==> config.mk <==
export PLATFORM = sky130hd
export DESIGN_NAME = luhn_card_number_check
export DESIGN_NICKNAME = d
export VERILOG_FILES = /design/src/sv/luhn_pkg.sv /design/src/sv/luhn_card_number_check.sv
export SDC_FILE = /design/constraint.sdc
export NUM_CORES = 1
export LEC_CHECK = 0
export BUFFER_PORTS_ARGS = -buffer_cell sky130_fd_sc_hd__buf_2
export CAP_MARGIN = 20
export CORE_ASPECT_RATIO = 0.6
export CORE_MARGIN = 1
export CORE_UTILIZATION = 64
export DETAILED_ROUTE_END_ITERATION = 8
export GPL_TIMING_DRIVEN = 0
export MAX_ROUTING_LAYER = met4
export PLACE_DENSITY = 0.86
export SYNTH_ARGS = -nofsm -noshare
export SYNTH_HDL_FRONTEND = slang
export SYNTH_SLANG_ARGS = --single-unit
==> constraint.sdc <==
create_clock -name clk -period 10.7 [get_ports clk]
set_input_delay 1.605 -clock clk [delete_from_list [all_inputs] [get_ports clk]]
set_output_delay 1.605 -clock clk [all_outputs]
set_load 0.005 [all_outputs]
==> src/sv/luhn_pkg.sv <==
// ----------------------------------------------------------------------------
// luhn_pkg
// Shared widths, verdict codes and issuer classification for the Luhn checker.
// ----------------------------------------------------------------------------
package luhn_pkg;

    localparam int NUM_W        = 63;
    localparam int NUM_DIGITS   = 19;
    localparam int BCD_W        = NUM_DIGITS * 4;
    localparam int MAX_DIGITS_D = 19;
    localparam int VERDICT_W    = 3;
    localparam int LEAD_W       = 7;
    localparam int SUM_W        = 8;

    localparam logic [NUM_W-1:0] MIN_NUMBER_RESET = 63'd1000000000000;

    localparam logic [VERDICT_W-1:0] V_SHORT     = 3'd0;
    localparam logic [VERDICT_W-1:0] V_BADSUM    = 3'd1;
    localparam logic [VERDICT_W-1:0] V_BADPREFIX = 3'd2;
    localparam logic [VERDICT_W-1:0] V_AMEX      = 3'd3;
    localparam logic [VERDICT_W-1:0] V_MASTER    = 3'd4;
    localparam logic [VERDICT_W-1:0] V_VISA      = 3'd5;

    localparam logic [LEAD_W-1:0] LEAD_AMEX_A   = 7'd34;
    localparam logic [LEAD_W-1:0] LEAD_AMEX_B   = 7'd37;
    localparam logic [LEAD_W-1:0] LEAD_MC_LO    = 7'd51;
    localparam logic [LEAD_W-1:0] LEAD_MC_HI    = 7'd55;
    localparam logic [LEAD_W-1:0] LEAD_VISA_LO  = 7'd40;
    localparam logic [LEAD_W-1:0] LEAD_VISA_HI  = 7'd49;

    function automatic logic [VERDICT_W-1:0] classify(
        input logic              too_short,
        input logic              sum_ok,
        input logic [LEAD_W-1:0] lead
    );
        logic [VERDICT_W-1:0] v;
        if (too_short)
            v = V_SHORT;
        else if (!sum_ok)
            v = V_BADSUM;
        else if (lead == LEAD_AMEX_A || lead == LEAD_AMEX_B)
            v = V_AMEX;
        else if (lead >= LEAD_MC_LO && lead <= LEAD_MC_HI)
            v = V_MASTER;
        else if (lead >= LEAD_VISA_LO && lead <= LEAD_VISA_HI)
            v = V_VISA;
        else
            v = V_BADPREFIX;
        return v;
    endfunction

endpackage

==> src/sv/luhn_card_number_check.sv <==
// ----------------------------------------------------------------------------
// luhn_card_number_check
// Luhn mod 10 check and issuer classification of a binary card number.
// Processing: the bit-serial double dabble (one bit per cycle) is followed by
// the digit scan (one BCD digit per cycle); in_stall holds off a new number
// until the result is loaded into the output register.
// Reset: control state cleared, min_number returns to 1000000000000.
// ----------------------------------------------------------------------------
module luhn_card_number_check #(
    parameter int MAX_DIGITS = luhn_pkg::MAX_DIGITS_D
) (
    input  logic                              clk,
    input  logic                              rst_n,
    input  logic                              in_valid,
    output logic                              in_stall,
    input  logic [luhn_pkg::NUM_W-1:0]        card_number,
    output logic                              out_valid,
    input  logic                              out_stall,
    output logic [luhn_pkg::VERDICT_W-1:0]    verdict,
    output logic [luhn_pkg::LEAD_W-1:0]       leading_digits,
    output logic [luhn_pkg::SUM_W-1:0]        luhn_sum,
    input  logic                              cfg_valid,
    output logic                              cfg_ready,
    input  logic [luhn_pkg::NUM_W-1:0]        min_number
);

    localparam int BIT_CNT_W = $clog2(luhn_pkg::NUM_W);
    localparam int DIG_CNT_W = $clog2(luhn_pkg::NUM_DIGITS);
    localparam logic [BIT_CNT_W-1:0] BIT_LAST = BIT_CNT_W'(luhn_pkg::NUM_W - 1);
    localparam logic [DIG_CNT_W-1:0] DIG_LAST = DIG_CNT_W'(luhn_pkg::NUM_DIGITS - 1);

    typedef enum logic [3:0] {
        ST_IDLE = 4'b0001,
        ST_CONV = 4'b0010,
        ST_SCAN = 4'b0100,
        ST_DONE = 4'b1000
    } state_t;

    state_t                             state_reg, state_next;
    logic [luhn_pkg::NUM_W-1:0]         min_number_reg, min_number_next;
    logic [luhn_pkg::NUM_W-1:0]         bin_reg, bin_next;
    logic [luhn_pkg::BCD_W-1:0]         bcd_reg, bcd_next;
    logic [BIT_CNT_W-1:0]               bit_cnt_reg, bit_cnt_next;
    logic [DIG_CNT_W-1:0]               dig_cnt_reg, dig_cnt_next;
    logic [3:0]                         prev_reg, prev_next;
    logic [luhn_pkg::LEAD_W-1:0]        lead_reg, lead_next;
    logic [luhn_pkg::SUM_W-1:0]         sum_reg, sum_next;
    logic [3:0]                         mod_reg, mod_next;
    logic                               short_reg, short_next;
    logic                               out_valid_reg, out_valid_next;
    logic [luhn_pkg::VERDICT_W-1:0]     verdict_reg, verdict_next;
    logic [luhn_pkg::LEAD_W-1:0]        lead_out_reg, lead_out_next;
    logic [luhn_pkg::SUM_W-1:0]         sum_out_reg, sum_out_next;

    logic [luhn_pkg::BCD_W-1:0]         bcd_adj;
    logic [3:0]                         digit;
    logic [4:0]                         dbl;
    logic [3:0]                         term;
    logic [4:0]                         mod_sum;
    logic                               in_xfer;

    assign in_stall       = (state_reg != ST_IDLE);
    assign in_xfer        = in_valid && !in_stall;
    assign cfg_ready      = 1'b1;
    assign out_valid      = out_valid_reg;
    assign verdict        = verdict_reg;
    assign leading_digits = lead_out_reg;
    assign luhn_sum       = sum_out_reg;

    // add-3 correction on every BCD digit
    always_comb
    begin
        for (int i = 0; i < luhn_pkg::NUM_DIGITS; i++)
        begin
            if (bcd_reg[i*4 +: 4] >= 4'd5)
                bcd_adj[i*4 +: 4] = bcd_reg[i*4 +: 4] + 4'd3;
            else
                bcd_adj[i*4 +: 4] = bcd_reg[i*4 +: 4];
        end
    end

    // Luhn term of the current digit
    always_comb
    begin
        digit = bcd_reg[3:0];
        dbl   = {digit, 1'b0};
        if (!dig_cnt_reg[0])
            term = digit;
        else if (dbl > 5'd9)
            term = 4'(dbl - 5'd9);
        else
            term = dbl[3:0];
        if (32'(dig_cnt_reg) >= MAX_DIGITS)
            term = 4'd0;
        mod_sum = {1'b0, mod_reg} + {1'b0, term};
    end

    always_comb
    begin
        state_next      = state_reg;
        min_number_next = min_number_reg;
        bin_next        = bin_reg;
        bcd_next        = bcd_reg;
        bit_cnt_next    = bit_cnt_reg;
        dig_cnt_next    = dig_cnt_reg;
        prev_next       = prev_reg;
        lead_next       = lead_reg;
        sum_next        = sum_reg;
        mod_next        = mod_reg;
        short_next      = short_reg;
        out_valid_next  = out_valid_reg;
        verdict_next    = verdict_reg;
        lead_out_next   = lead_out_reg;
        sum_out_next    = sum_out_reg;

        if (cfg_valid && cfg_ready)
            min_number_next = min_number;

        if (out_valid_reg && !out_stall)
            out_valid_next = 1'b0;

        unique case (state_reg)
            ST_IDLE:
            begin
                if (in_xfer)
                begin
                    bin_next     = card_number;
                    short_next   = (card_number < min_number_reg);
                    bcd_next     = '0;
                    bit_cnt_next = '0;
                    state_next   = ST_CONV;
                end
            end
            ST_CONV:
            begin
                bcd_next     = {bcd_adj[luhn_pkg::BCD_W-2:0], bin_reg[luhn_pkg::NUM_W-1]};
                bin_next     = {bin_reg[luhn_pkg::NUM_W-2:0], 1'b0};
                bit_cnt_next = bit_cnt_reg + 1'b1;
                if (bit_cnt_reg == BIT_LAST)
                begin
                    dig_cnt_next = '0;
                    prev_next    = '0;
                    lead_next    = '0;
                    sum_next     = '0;
                    mod_next     = '0;
                    state_next   = ST_SCAN;
                end
            end
            ST_SCAN:
            begin
                bcd_next     = {4'd0, bcd_reg[luhn_pkg::BCD_W-1:4]};
                dig_cnt_next = dig_cnt_reg + 1'b1;
                prev_next    = digit;
                sum_next     = sum_reg + luhn_pkg::SUM_W'(term);
                mod_next     = (mod_sum >= 5'd10) ? 4'(mod_sum - 5'd10) : mod_sum[3:0];
                if (digit != 4'd0)
                begin
                    if (dig_cnt_reg == '0)
                        lead_next = luhn_pkg::LEAD_W'(digit);
                    else
                        lead_next = luhn_pkg::LEAD_W'(digit) * 7'd10
                                    + luhn_pkg::LEAD_W'(prev_reg);
                end
                if (dig_cnt_reg == DIG_LAST)
                    state_next = ST_DONE;
            end
            ST_DONE:
            begin
                if (!out_valid_reg || !out_stall)
                begin
                    out_valid_next = 1'b1;
                    verdict_next   = luhn_pkg::classify(short_reg, mod_reg == 4'd0, lead_reg);
                    lead_out_next  = lead_reg;
                    sum_out_next   = sum_reg;
                    state_next     = ST_IDLE;
                end
            end
            default:
            begin
                state_next = ST_IDLE;
            end
        endcase
    end

    always_ff @(posedge clk or negedge rst_n)
    begin
        if (!rst_n)
        begin
            state_reg      <= ST_IDLE;
            min_number_reg <= luhn_pkg::MIN_NUMBER_RESET;
            out_valid_reg  <= 1'b0;
        end
        else
        begin
            state_reg      <= state_next;
            min_number_reg <= min_number_next;
            out_valid_reg  <= out_valid_next;
        end
    end

    always_ff @(posedge clk)
    begin
        bin_reg      <= bin_next;
        bcd_reg      <= bcd_next;
        bit_cnt_reg  <= bit_cnt_next;
        dig_cnt_reg  <= dig_cnt_next;
        prev_reg     <= prev_next;
        lead_reg     <= lead_next;
        sum_reg      <= sum_next;
        mod_reg      <= mod_next;
        short_reg    <= short_next;
        verdict_reg  <= verdict_next;
        lead_out_reg <= lead_out_next;
        sum_out_reg  <= sum_out_next;
    end

    a_start_conv: assert property (@(posedge clk) disable iff (!rst_n)
        in_xfer |=> state_reg == ST_CONV)
        else $error("accepted number did not start conversion");

    a_amex_prefix: assert property (@(posedge clk) disable iff (!rst_n)
        out_valid && verdict == luhn_pkg::V_AMEX
            |-> leading_digits == 7'd34 || leading_digits == 7'd37)
        else $error("amex verdict with wrong prefix");

    a_lead_range: assert property (@(posedge clk) disable iff (!rst_n)
        out_valid |-> leading_digits <= 7'd99 && luhn_sum <= 8'd171)
        else $error("result out of range");

    a_mod_track: assert property (@(posedge clk) disable iff (!rst_n)
        state_reg == ST_SCAN |-> mod_reg <= 4'd9)
        else $error("running mod 10 out of range");

    a_done_load: assert property (@(posedge clk) disable iff (!rst_n)
        state_reg == ST_DONE && !out_valid_reg |=> out_valid_reg && state_reg == ST_IDLE)
        else $error("finished result not loaded into free output register");

endmodule
==> run summary, run 1 <==
sequential-to-total area share from yosys stat - 0.531
Layout area overhead - 14.0%
Clock power frac - 0.214
setup TNS - 0 ns
Worst-Margin Slew - 0.937 ns
Setup Crit Path Kind - register to register
worst r2r dst - mod_reg[2]$_SDFFCE_PN0P_
Final Cell Area - 0.0161 mm2
CTS Root Buffer Type - clkbuf_16
Die Span Y - 117 um
total CTS buffers - 25
Hold Crit Class - register to register
internal power - 2.47 mW
max_cap viols - 0
total gr overflow - 0
DP Worst Slack - 6.86 ns
CTS H-tree depth - 1
Skew-Pair Late Insertion Delay - 0.53 ns
CP Capture Type - register
crit path launch type - register
nets@finish - 1840
Clock Tree Buf Depth - 3
number of antenna violations at the first check in global routing - 2
DR pass1 iterations - 5
drt wl/cell - 18.5 um
number of flops mapped to enable cells by yosys - 192
final hold vios - 0
crit-path max FO - 6
worst r2r src - bcd_reg[0]$_DFFE_PP_
Routed WL - 34.8 mm
clk slew on worst S/H paths - 0.07 ns
postcts setup bufs - 0
net switching power figure - 1.46 mW
Core Footprint - 0.0213 mm2
RePlAce Congestion - 0.866
Starting Density - 0.662
min Tclk post-route - 3.83 ns
min-delay src - sum_reg[0]$_SDFFCE_PN0P_
reg2reg path depth - 15
R2R Setup Slk - 6.87 ns
Sequential Power Share - 0.434
Max Fclk - 261 MHz
row count - 41
largest net degree at the start of global routing - 70
ys flop type - edfxtp_1
CTS Hold Buffers Added - 0
VDD IR max - 0.201 mV
syn nets - 1660
Hold Slack - 0.476 ns
die area - 0.0226 mm2
Final Skew - 0.0125 ns
setup violators final - 0
I/O pin total - 152
Synth cell types - 54
Hold Path Sink - luhn_sum[0]$_DFFE_PP_
Final Non-Filler Cells - 1885
Combinational Power Share - 0.351
Num Clock Sinks - 260
Tcrit/Tclk final - 0.358
Final ANT Viol Nets - 0
commonest non-fill, non-tap cell in the layout - nand2_1
first-pass GRT wire length - 54.9 mm
leakage - 6.91 nW
synthesized cell area - 0.0141 mm2
cell count after placement - 1837
Worst EP arrival - 4.18 ns
syn avg cell area - 10.0 um2
Synth Register Bits - 260
post-DP HPWL - 24.8 mm
drt first-iter violations - 1123
post-route setup slack - 6.87 ns
I/O Buffers - 149
fin util - 0.755
most frequent cells in the layout - nand2_1 (320), edfxtp_1 (192), buf_2 (163)
hold path depth - 0
Critical Path RT - 11.05 ns
P per Cell Area - 245 mW/mm2
worst relative slew slack - 0.375
Ys Warns - 0
vias per cell - 6.03
final max-slew violation count - 0
status - completed
die width - 194 um
RSZ-0062 raised after global routing - no
sw frac - 0.372
gr usage total - 0.316
Pwr Total - 3.94 mW
layout cell share with drive strength beyond 1 - 0.145
vias - 11400
async set-or-reset flop fraction in the synthesized netlist - 0.262
Area after DPL - 0.0153 mm2
vias in the first global route - 10900
Residual DRC - 0
max reg flops - 76
CTS tree - yes
CTS resizes - 0
Syn Inst Count - 1405
==> synth_stat cells, types with 7 or more instances <==
master | n | area, um2
clkbuf_1 | 28 | 105
o21ai_0 | 97 | 485
inv_1 | 108 | 405
nor3b_1 | 24 | 180
a21oi_1 | 101 | 505
buf_2 | 15 | 75.1
nand2b_1 | 18 | 113
nand2_1 | 321 | 1200
xnor2_1 | 27 | 236
nand4_1 | 7 | 43.8
o32ai_1 | 12 | 105
a21o_1 | 11 | 82.6
nor2b_1 | 9 | 56.3
nor2_1 | 65 | 244
o22ai_1 | 26 | 163
xor2_1 | 24 | 210
dfrtp_1 | 54 | 1350
ha_1 | 120 | 1500
nand3_1 | 10 | 50.1
edfxtp_1 | 192 | 5770
o21ai_1 | 41 | 205
dfstp_2 | 14 | 368
==> layout make-up <==
type                       count  area (um2)
antenna                        4        10.0
buffer                        51         218
clock buffer                  36         717
clock inverter                 8        38.8
fill                        1394        5210
inverter                     110         413
multi-input combinational    984        6010
sequential                   260        7480
tap                          279         349
timing repair buffer         153         831
==> critical path, cell delays in order, from the launching register on <==
cell      delay [ns]
edfxtp_1        0.52
inv_1           0.27
ha_1            0.31
inv_2           0.07
a21oi_2         0.25
xnor2_1         0.16
nor2_1          0.06
a21oi_1         0.15
nor2_1          0.15
fa_1            0.47
xnor2_1         0.30
ha_1            0.24
nand2_1         0.06
a21boi_1        0.31
nor2b_1         0.11
a211oi_1        0.25
==> layer usage <==
metal | share of wire | GRT usage | vias up
met1 | 0.43 | 0.441 | 5433
met2 | 0.45 | 0.480 | 607
met3 | 0.091 | 0.0527 | 89
met4 | 0.029 | 0.0981 | 0
li1 | - | - | 5237
met5 | 0 | - | -
==> cells by family (layout without fill, tap and decap cells) <==
group	count (synthesis)	in the layout	synth area share
AOI/OAI and AO/OA	316	316	0.125
xor gates and xnor gates	51	51	0.0317
adders and majority gates	124	124	0.112
buffers and inverters	161	358	0.0447
DFF	260	260	0.531
muxes	3	3	0.00222
other	1	5	0.000266
and+or+nand+nor	489	489	0.153
==> worst max path at each step <==
stage,slack (ns),endpoint,from,cells past startpoint
2_1_floorplan,4.67,bcd_reg[0]$_DFFE_PP_,in_valid,2
3_3_place_gp,2.84,bcd_reg[60]$_DFFE_PP_,state_reg[3]$_DFFE_PN0P_,5
3_5_place_dp,6.86,short_reg$_DFFE_PP_,card_number[32],8
4_1_cts,6.92,mod_reg[2]$_SDFFCE_PN0P_,bcd_reg[0]$_DFFE_PP_,15
5_1_grt,6.55,mod_reg[2]$_SDFFCE_PN0P_,bcd_reg[0]$_DFFE_PP_,15
6_report,6.87,mod_reg[2]$_SDFFCE_PN0P_,bcd_reg[0]$_DFFE_PP_,15
==> power groups by stage <==
| stage | Sequential (mW) | Combinational, mW | Clock [mW] |
|---|---|---|---|
| 2_1_floorplan | 1.69 | 0.956 | 0 |
| 3_3_place_gp | 1.75 | 1.20 | 0 |
| 3_5_place_dp | 1.71 | 1.34 | 0 |
| 4_1_cts | 1.70 | 1.37 | 0.845 |
| 5_1_grt | 1.74 | 1.53 | 0.884 |
| 6_report | 1.71 | 1.38 | 0.843 |
Power figures use the tool's default switching activity.
==> inputs of run 2 (changes only) <==
--- a/config.mk
+++ b/config.mk
@@ -9,11 +9,11 @@
 export CAP_MARGIN = 20
 export CORE_ASPECT_RATIO = 0.6
 export CORE_MARGIN = 1
-export CORE_UTILIZATION = 64
+export CORE_UTILIZATION = 54
 export DETAILED_ROUTE_END_ITERATION = 8
 export GPL_TIMING_DRIVEN = 0
 export MAX_ROUTING_LAYER = met4
-export PLACE_DENSITY = 0.86
+export PLACE_DENSITY = 0.77
 export SYNTH_ARGS = -nofsm -noshare
 export SYNTH_HDL_FRONTEND = slang
 export SYNTH_SLANG_ARGS = --single-unit
==> constraint.sdc (replaced) <==
create_clock -name clk -period 3.41 [get_ports clk]
set_input_delay 0.5115 -clock clk [delete_from_list [all_inputs] [get_ports clk]]
set_output_delay 0.5115 -clock clk [all_outputs]
set_load 0.005 [all_outputs]
==> run summary, run 2 (synthesized netlist as in run 1, its figures left out) <==
drt first-iter violations - 1126
DP Worst Slack - -0.150 ns
Skew-Pair Late Insertion Delay - 0.55 ns
RSZ-0062 raised after global routing - no
Combinational Power Share - 0.349
status - completed
Layout fillers - 2023
internal power - 7.93 mW
final max-slew violation count - 0
Starting Density - 0.554
post-DP HPWL - 24.0 mm
Max Fclk - 315 MHz
Num Clock Sinks - 260
I/O pin total - 152
Hold Crit Class - input port to async pin
row count - 45
die width - 211 um
max reg flops - 76
Setup Crit Path Kind - register to register
Worst-Margin Slew - 0.943 ns
Clock power frac - 0.225
sw frac - 0.365
diode count - 0
crit path launch type - register
DR pass1 iterations - 7
largest net degree at the start of global routing - 70
worst relative slew slack - 0.372
crit-path max FO - 5
first-pass GRT wire length - 52.7 mm
CTS Root Buffer Type - clkbuf_16
CTS H-tree depth - 1
crit path launch - bcd_reg[1]$_DFFE_PP_
drt wl/cell - 16.9 um
RePlAce Congestion - 0.908
Residual DRC - 0
Layout area overhead - 15.7%
final hold vios - 0
Final Cell Area - 0.0163 mm2
setup violators final - 0
die area - 0.0268 mm2
CP Capture Type - register
Routed WL - 33.2 mm
min Tclk post-route - 3.17 ns
Pwr Total - 12.5 mW
vias in the first global route - 10300
vias per cell - 5.55
Hold Slack - 0.0685 ns
clk slew on worst S/H paths - 0.07 ns
gr usage total - 0.254
Clock Tree Buf Depth - 3
Final Skew - 0.0116 ns
Tcrit/Tclk final - 0.930
Area after DPL - 0.0154 mm2
Worst EP arrival - 3.47 ns
CTS tree - yes
leakage - 6.98 nW
Sequential Power Share - 0.427
most frequent cells in the layout - nand2_1 (320), edfxtp_1 (192), buf_2 (163)
commonest non-fill, non-tap cell in the layout - nand2_1
Final ANT Viol Nets - 0
number of antenna violations at the first check in global routing - 0
post-route setup slack - 0.238 ns
total CTS buffers - 25
CTS Hold Buffers Added - 0
I/O Buffers - 149
worst r2r src - bcd_reg[1]$_DFFE_PP_
Die Span Y - 127 um
vias - 10900
R2R Setup Slk - 0.24 ns
nets@finish - 1845
max_cap viols - 0
total gr overflow - 0
VDD IR max - 0.461 mV
Critical Path RT - 3.71 ns
net switching power figure - 4.56 mW
P per Cell Area - 766 mW/mm2
layout cell share with drive strength beyond 1 - 0.156
fin util - 0.641
Core Footprint - 0.0254 mm2
[run 2: power by group through the flow]
stage / registers [mW] / logic, mW / clock network (mW)
floorplan: 5.22 / 3.02 / 0
global placement: 5.41 / 3.84 / 0
detailed placement: 5.37 / 4.18 / 0
CTS: 5.31 / 4.28 / 2.82
global route: 5.43 / 4.86 / 2.93
finish: 5.33 / 4.35 / 2.80
[run 2: final timing paths]
check / to / cells after the start
min reg2reg: luhn_sum[0]$_DFFE_PP_ / 0
max reg2reg: mod_reg[1]$_SDFFCE_PN0P_ / 15
min: min_number_reg[40]$_DFFE_PN0P_ / 1
max: mod_reg[1]$_SDFFCE_PN0P_ / 15
max in group asynchronous: min_number_reg[5]$_DFFE_PN0P_ / 1
min in group clk: state_reg[0]$_DFFE_PN1P_ / 2
[run 2: metal layers]
metal  up-vias  track usage  routed length (um)
met1      5181        0.395               16500
met4         0       0.0516                 507
met5         -            -                   0
met3        42       0.0381                2420
li1       5241            -                   -
met2       429        0.351               13700
[run 2: repair_timing]
item	4_1_cts	5_1_grt
endpoints found under the setup margin	4	2
gates resized for setup	5	6
buffers inserted	2	3
pin swaps	0	2
endpoints found under the hold margin	0	0
[run 2: cell type report]
class	instances	area (um2)	share of cell area
clock buffers	41	786	0.0482
inverters	110	413	0.0253
repair buffers	158	883	0.0541
flip-flops and latches	260	7480	0.459
well taps	352	440	0.0270
plain buffers	51	218	0.0133
clock inverters	5	28.8	0.00176
multi-input cells	984	6060	0.371
[run 2: metrics by stage]
stage	std cells	TNS, ns
global placement	1906	-92.53
finish	1961	0
detailed placement	1910	-0.332
CTS	1958	0
floorplan	1405	0
global route	1961	0
[run 2: critical path: stages (launching register included)]
cell	delay [ns]
edfxtp_1	0.45
inv_2	0.17
ha_4	0.18
inv_2	0.06
a21oi_4	0.22
xnor2_1	0.15
nor2_1	0.05
a21oi_1	0.17
nor2_2	0.10
fa_1	0.47
xnor2_2	0.22
ha_1	0.22
nand2_1	0.08
a21boi_2	0.19
xnor2_1	0.13
nor2_1	0.05
==> inputs of run 3 (changes only) <==
--- a/config.mk
+++ b/config.mk
@@ -9,11 +9,11 @@
 export CAP_MARGIN = 20
 export CORE_ASPECT_RATIO = 0.6
 export CORE_MARGIN = 1
-export CORE_UTILIZATION = 54
+export CORE_UTILIZATION = 60
 export DETAILED_ROUTE_END_ITERATION = 8
 export GPL_TIMING_DRIVEN = 0
 export MAX_ROUTING_LAYER = met4
-export PLACE_DENSITY = 0.77
+export PLACE_DENSITY = 0.81
 export SYNTH_ARGS = -nofsm -noshare
 export SYNTH_HDL_FRONTEND = slang
 export SYNTH_SLANG_ARGS = --single-unit
==> constraint.sdc (replaced) <==
create_clock -name clk -period 3.43 [get_ports clk]
set_input_delay 0.5145 -clock clk [delete_from_list [all_inputs] [get_ports clk]]
set_output_delay 0.5145 -clock clk [all_outputs]
set_load 0.005 [all_outputs]
==> run summary, run 3 (synthesized netlist as in run 1, its figures left out) <==
status - completed
largest net degree at the start of global routing - 70
Hold Crit Class - input port to async pin
total gr overflow - 0
I/O Buffers - 149
Tcrit/Tclk final - 0.944
die width - 200 um
reg2reg path depth - 12
Routed WL - 33.8 mm
Residual DRC - 0
Core Footprint - 0.0231 mm2
post-route setup slack - 0.193 ns
Critical Path RT - 3.71 ns
crit path launch type - register
setup violators final - 0
cell count after placement - 1872
I/O pin total - 152
Skew-Pair Late Insertion Delay - 0.55 ns
Clock Tree Buf Depth - 3
drt wl/cell - 17.5 um
clk slew on worst S/H paths - 0.07 ns
Final Non-Filler Cells - 1926
Max Fclk - 309 MHz
number of antenna violations at the first check in global routing - 2
VDD IR max - 0.669 mV
CP Capture Type - register
Worst EP arrival - 3.52 ns
worst r2r src - dig_cnt_reg[1]$_SDFFCE_PN0P_
vias per cell - 5.74
Final ANT Viol Nets - 0
total CTS buffers - 25
layout cell share with drive strength beyond 1 - 0.157
drt first-iter violations - 961
vias in the first global route - 10300
leakage - 6.93 nW
worst relative slew slack - 0.379
first-pass GRT wire length - 52.6 mm
most frequent cells in the layout - nand2_1 (320), edfxtp_1 (192), buf_2 (163)
Final Cell Area - 0.0162 mm2
Layout area overhead - 14.7%
CTS H-tree depth - 1
nets@finish - 1845
crit-path max FO - 3
min Tclk post-route - 3.24 ns
Setup Crit Path Kind - register to register
Pwr Total - 12.2 mW
Num Clock Sinks - 260
Die Span Y - 121 um
final max-slew violation count - 0
max reg flops - 76
final hold vios - 0
R2R Setup Slk - 0.19 ns
CTS tree - yes
worst r2r dst - mod_reg[1]$_SDFFCE_PN0P_
die area - 0.0241 mm2
Area after DPL - 0.0153 mm2
DP Worst Slack - -0.166 ns
vias - 11100
CTS Root Buffer Type - clkbuf_16
commonest non-fill, non-tap cell in the layout - nand2_1
P per Cell Area - 754 mW/mm2
post-DP HPWL - 24.1 mm
row count - 43
Starting Density - 0.611
DR pass1 iterations - 5
max_cap viols - 0
gr usage total - 0.287
RePlAce Congestion - 0.898
Final Skew - 0.0226 ns
Worst-Margin Slew - 0.932 ns
-- run 3: cell count changes in the layout (fill, tap and decap cells not counted), moves of 2 or more --
cell,delta
buf_12,+2
ha_1,-2
clkinv_2,+4
clkbuf_8,-7
ha_2,+3
diode_2,+2
buf_16,-3
-- run 3: metal layers --
metal	wire length, um	vias to the layer above	GRT usage
met1	15800	5265	0.436
met2	14500	483	0.403
met3	2790	62	0.0471
li1	-	5243	-
met4	709	0	0.0687
met5	0	-	-
-- run 3: repair_timing --
action / 4_1_cts / 5_1_grt
buffers inserted: 1 / 5
gates resized for setup: 6 / 7
pin swaps: 0 / 3
endpoints found under the setup margin: 5 / 4
hold buffers: 0 / 0
-- run 3: worst max path at each step --
stage                                            start                       end  slack, ns
after global placement        state_reg[0]$_DFFE_PN1P_     bin_reg[18]$_DFFE_PP_      -0.79
after floorplan               state_reg[0]$_DFFE_PN1P_  bin_reg[0]$_SDFFCE_PP0P_       0.26
final                     dig_cnt_reg[1]$_SDFFCE_PN0P_  mod_reg[1]$_SDFFCE_PN0P_       0.19
after detailed placement          bcd_reg[0]$_DFFE_PP_  mod_reg[1]$_SDFFCE_PN0P_      -0.17
after global routing              bcd_reg[1]$_DFFE_PP_  mod_reg[2]$_SDFFCE_PN0P_     -0.002
after CTS                 dig_cnt_reg[1]$_SDFFCE_PN0P_  mod_reg[1]$_SDFFCE_PN0P_       0.03
-- run 3: cell type report --
class	instances	area [um2]
inverters	110	413
repair buffers	158	848
diodes	2	5.00
clock inverters	11	65.1
plain buffers	51	218
clock buffers	35	693
flip-flops and latches	260	7480
well taps	315	394
fillers	1645	6900
multi-input cells	984	6060
-- run 3: through the flow --
stage,util,TNS [ns],hold WS (ns)
6_report,0.701,0,0.113
5_1_grt,0.701,-0.00211,0.134
4_1_cts,0.698,0,0.120
3_5_place_dp,0.664,-0.363,0.455
3_3_place_gp,0.661,-86.75,0.453
2_1_floorplan,-,0,0.219
-- run 3: power breakdown --
group          switching, mW  leakage [nW]  internal (mW)
registers              0.627          2.62           4.68
clock network           1.21         0.378           1.42
logic                   2.68          3.94           1.56
-- run 3: critical path, stage by stage (launching register included) --
cell and delay (ns):
edfxtp_1 0.42, ha_1 0.27, a2111oi_2 0.38, nor2b_1 0.15, a211oi_2 0.30, ha_2 0.24
fa_2 0.45, inv_1 0.11, ha_2 0.20, nand2_1 0.07, a21boi_2 0.18, xnor2_1 0.14
nor2_1 0.06
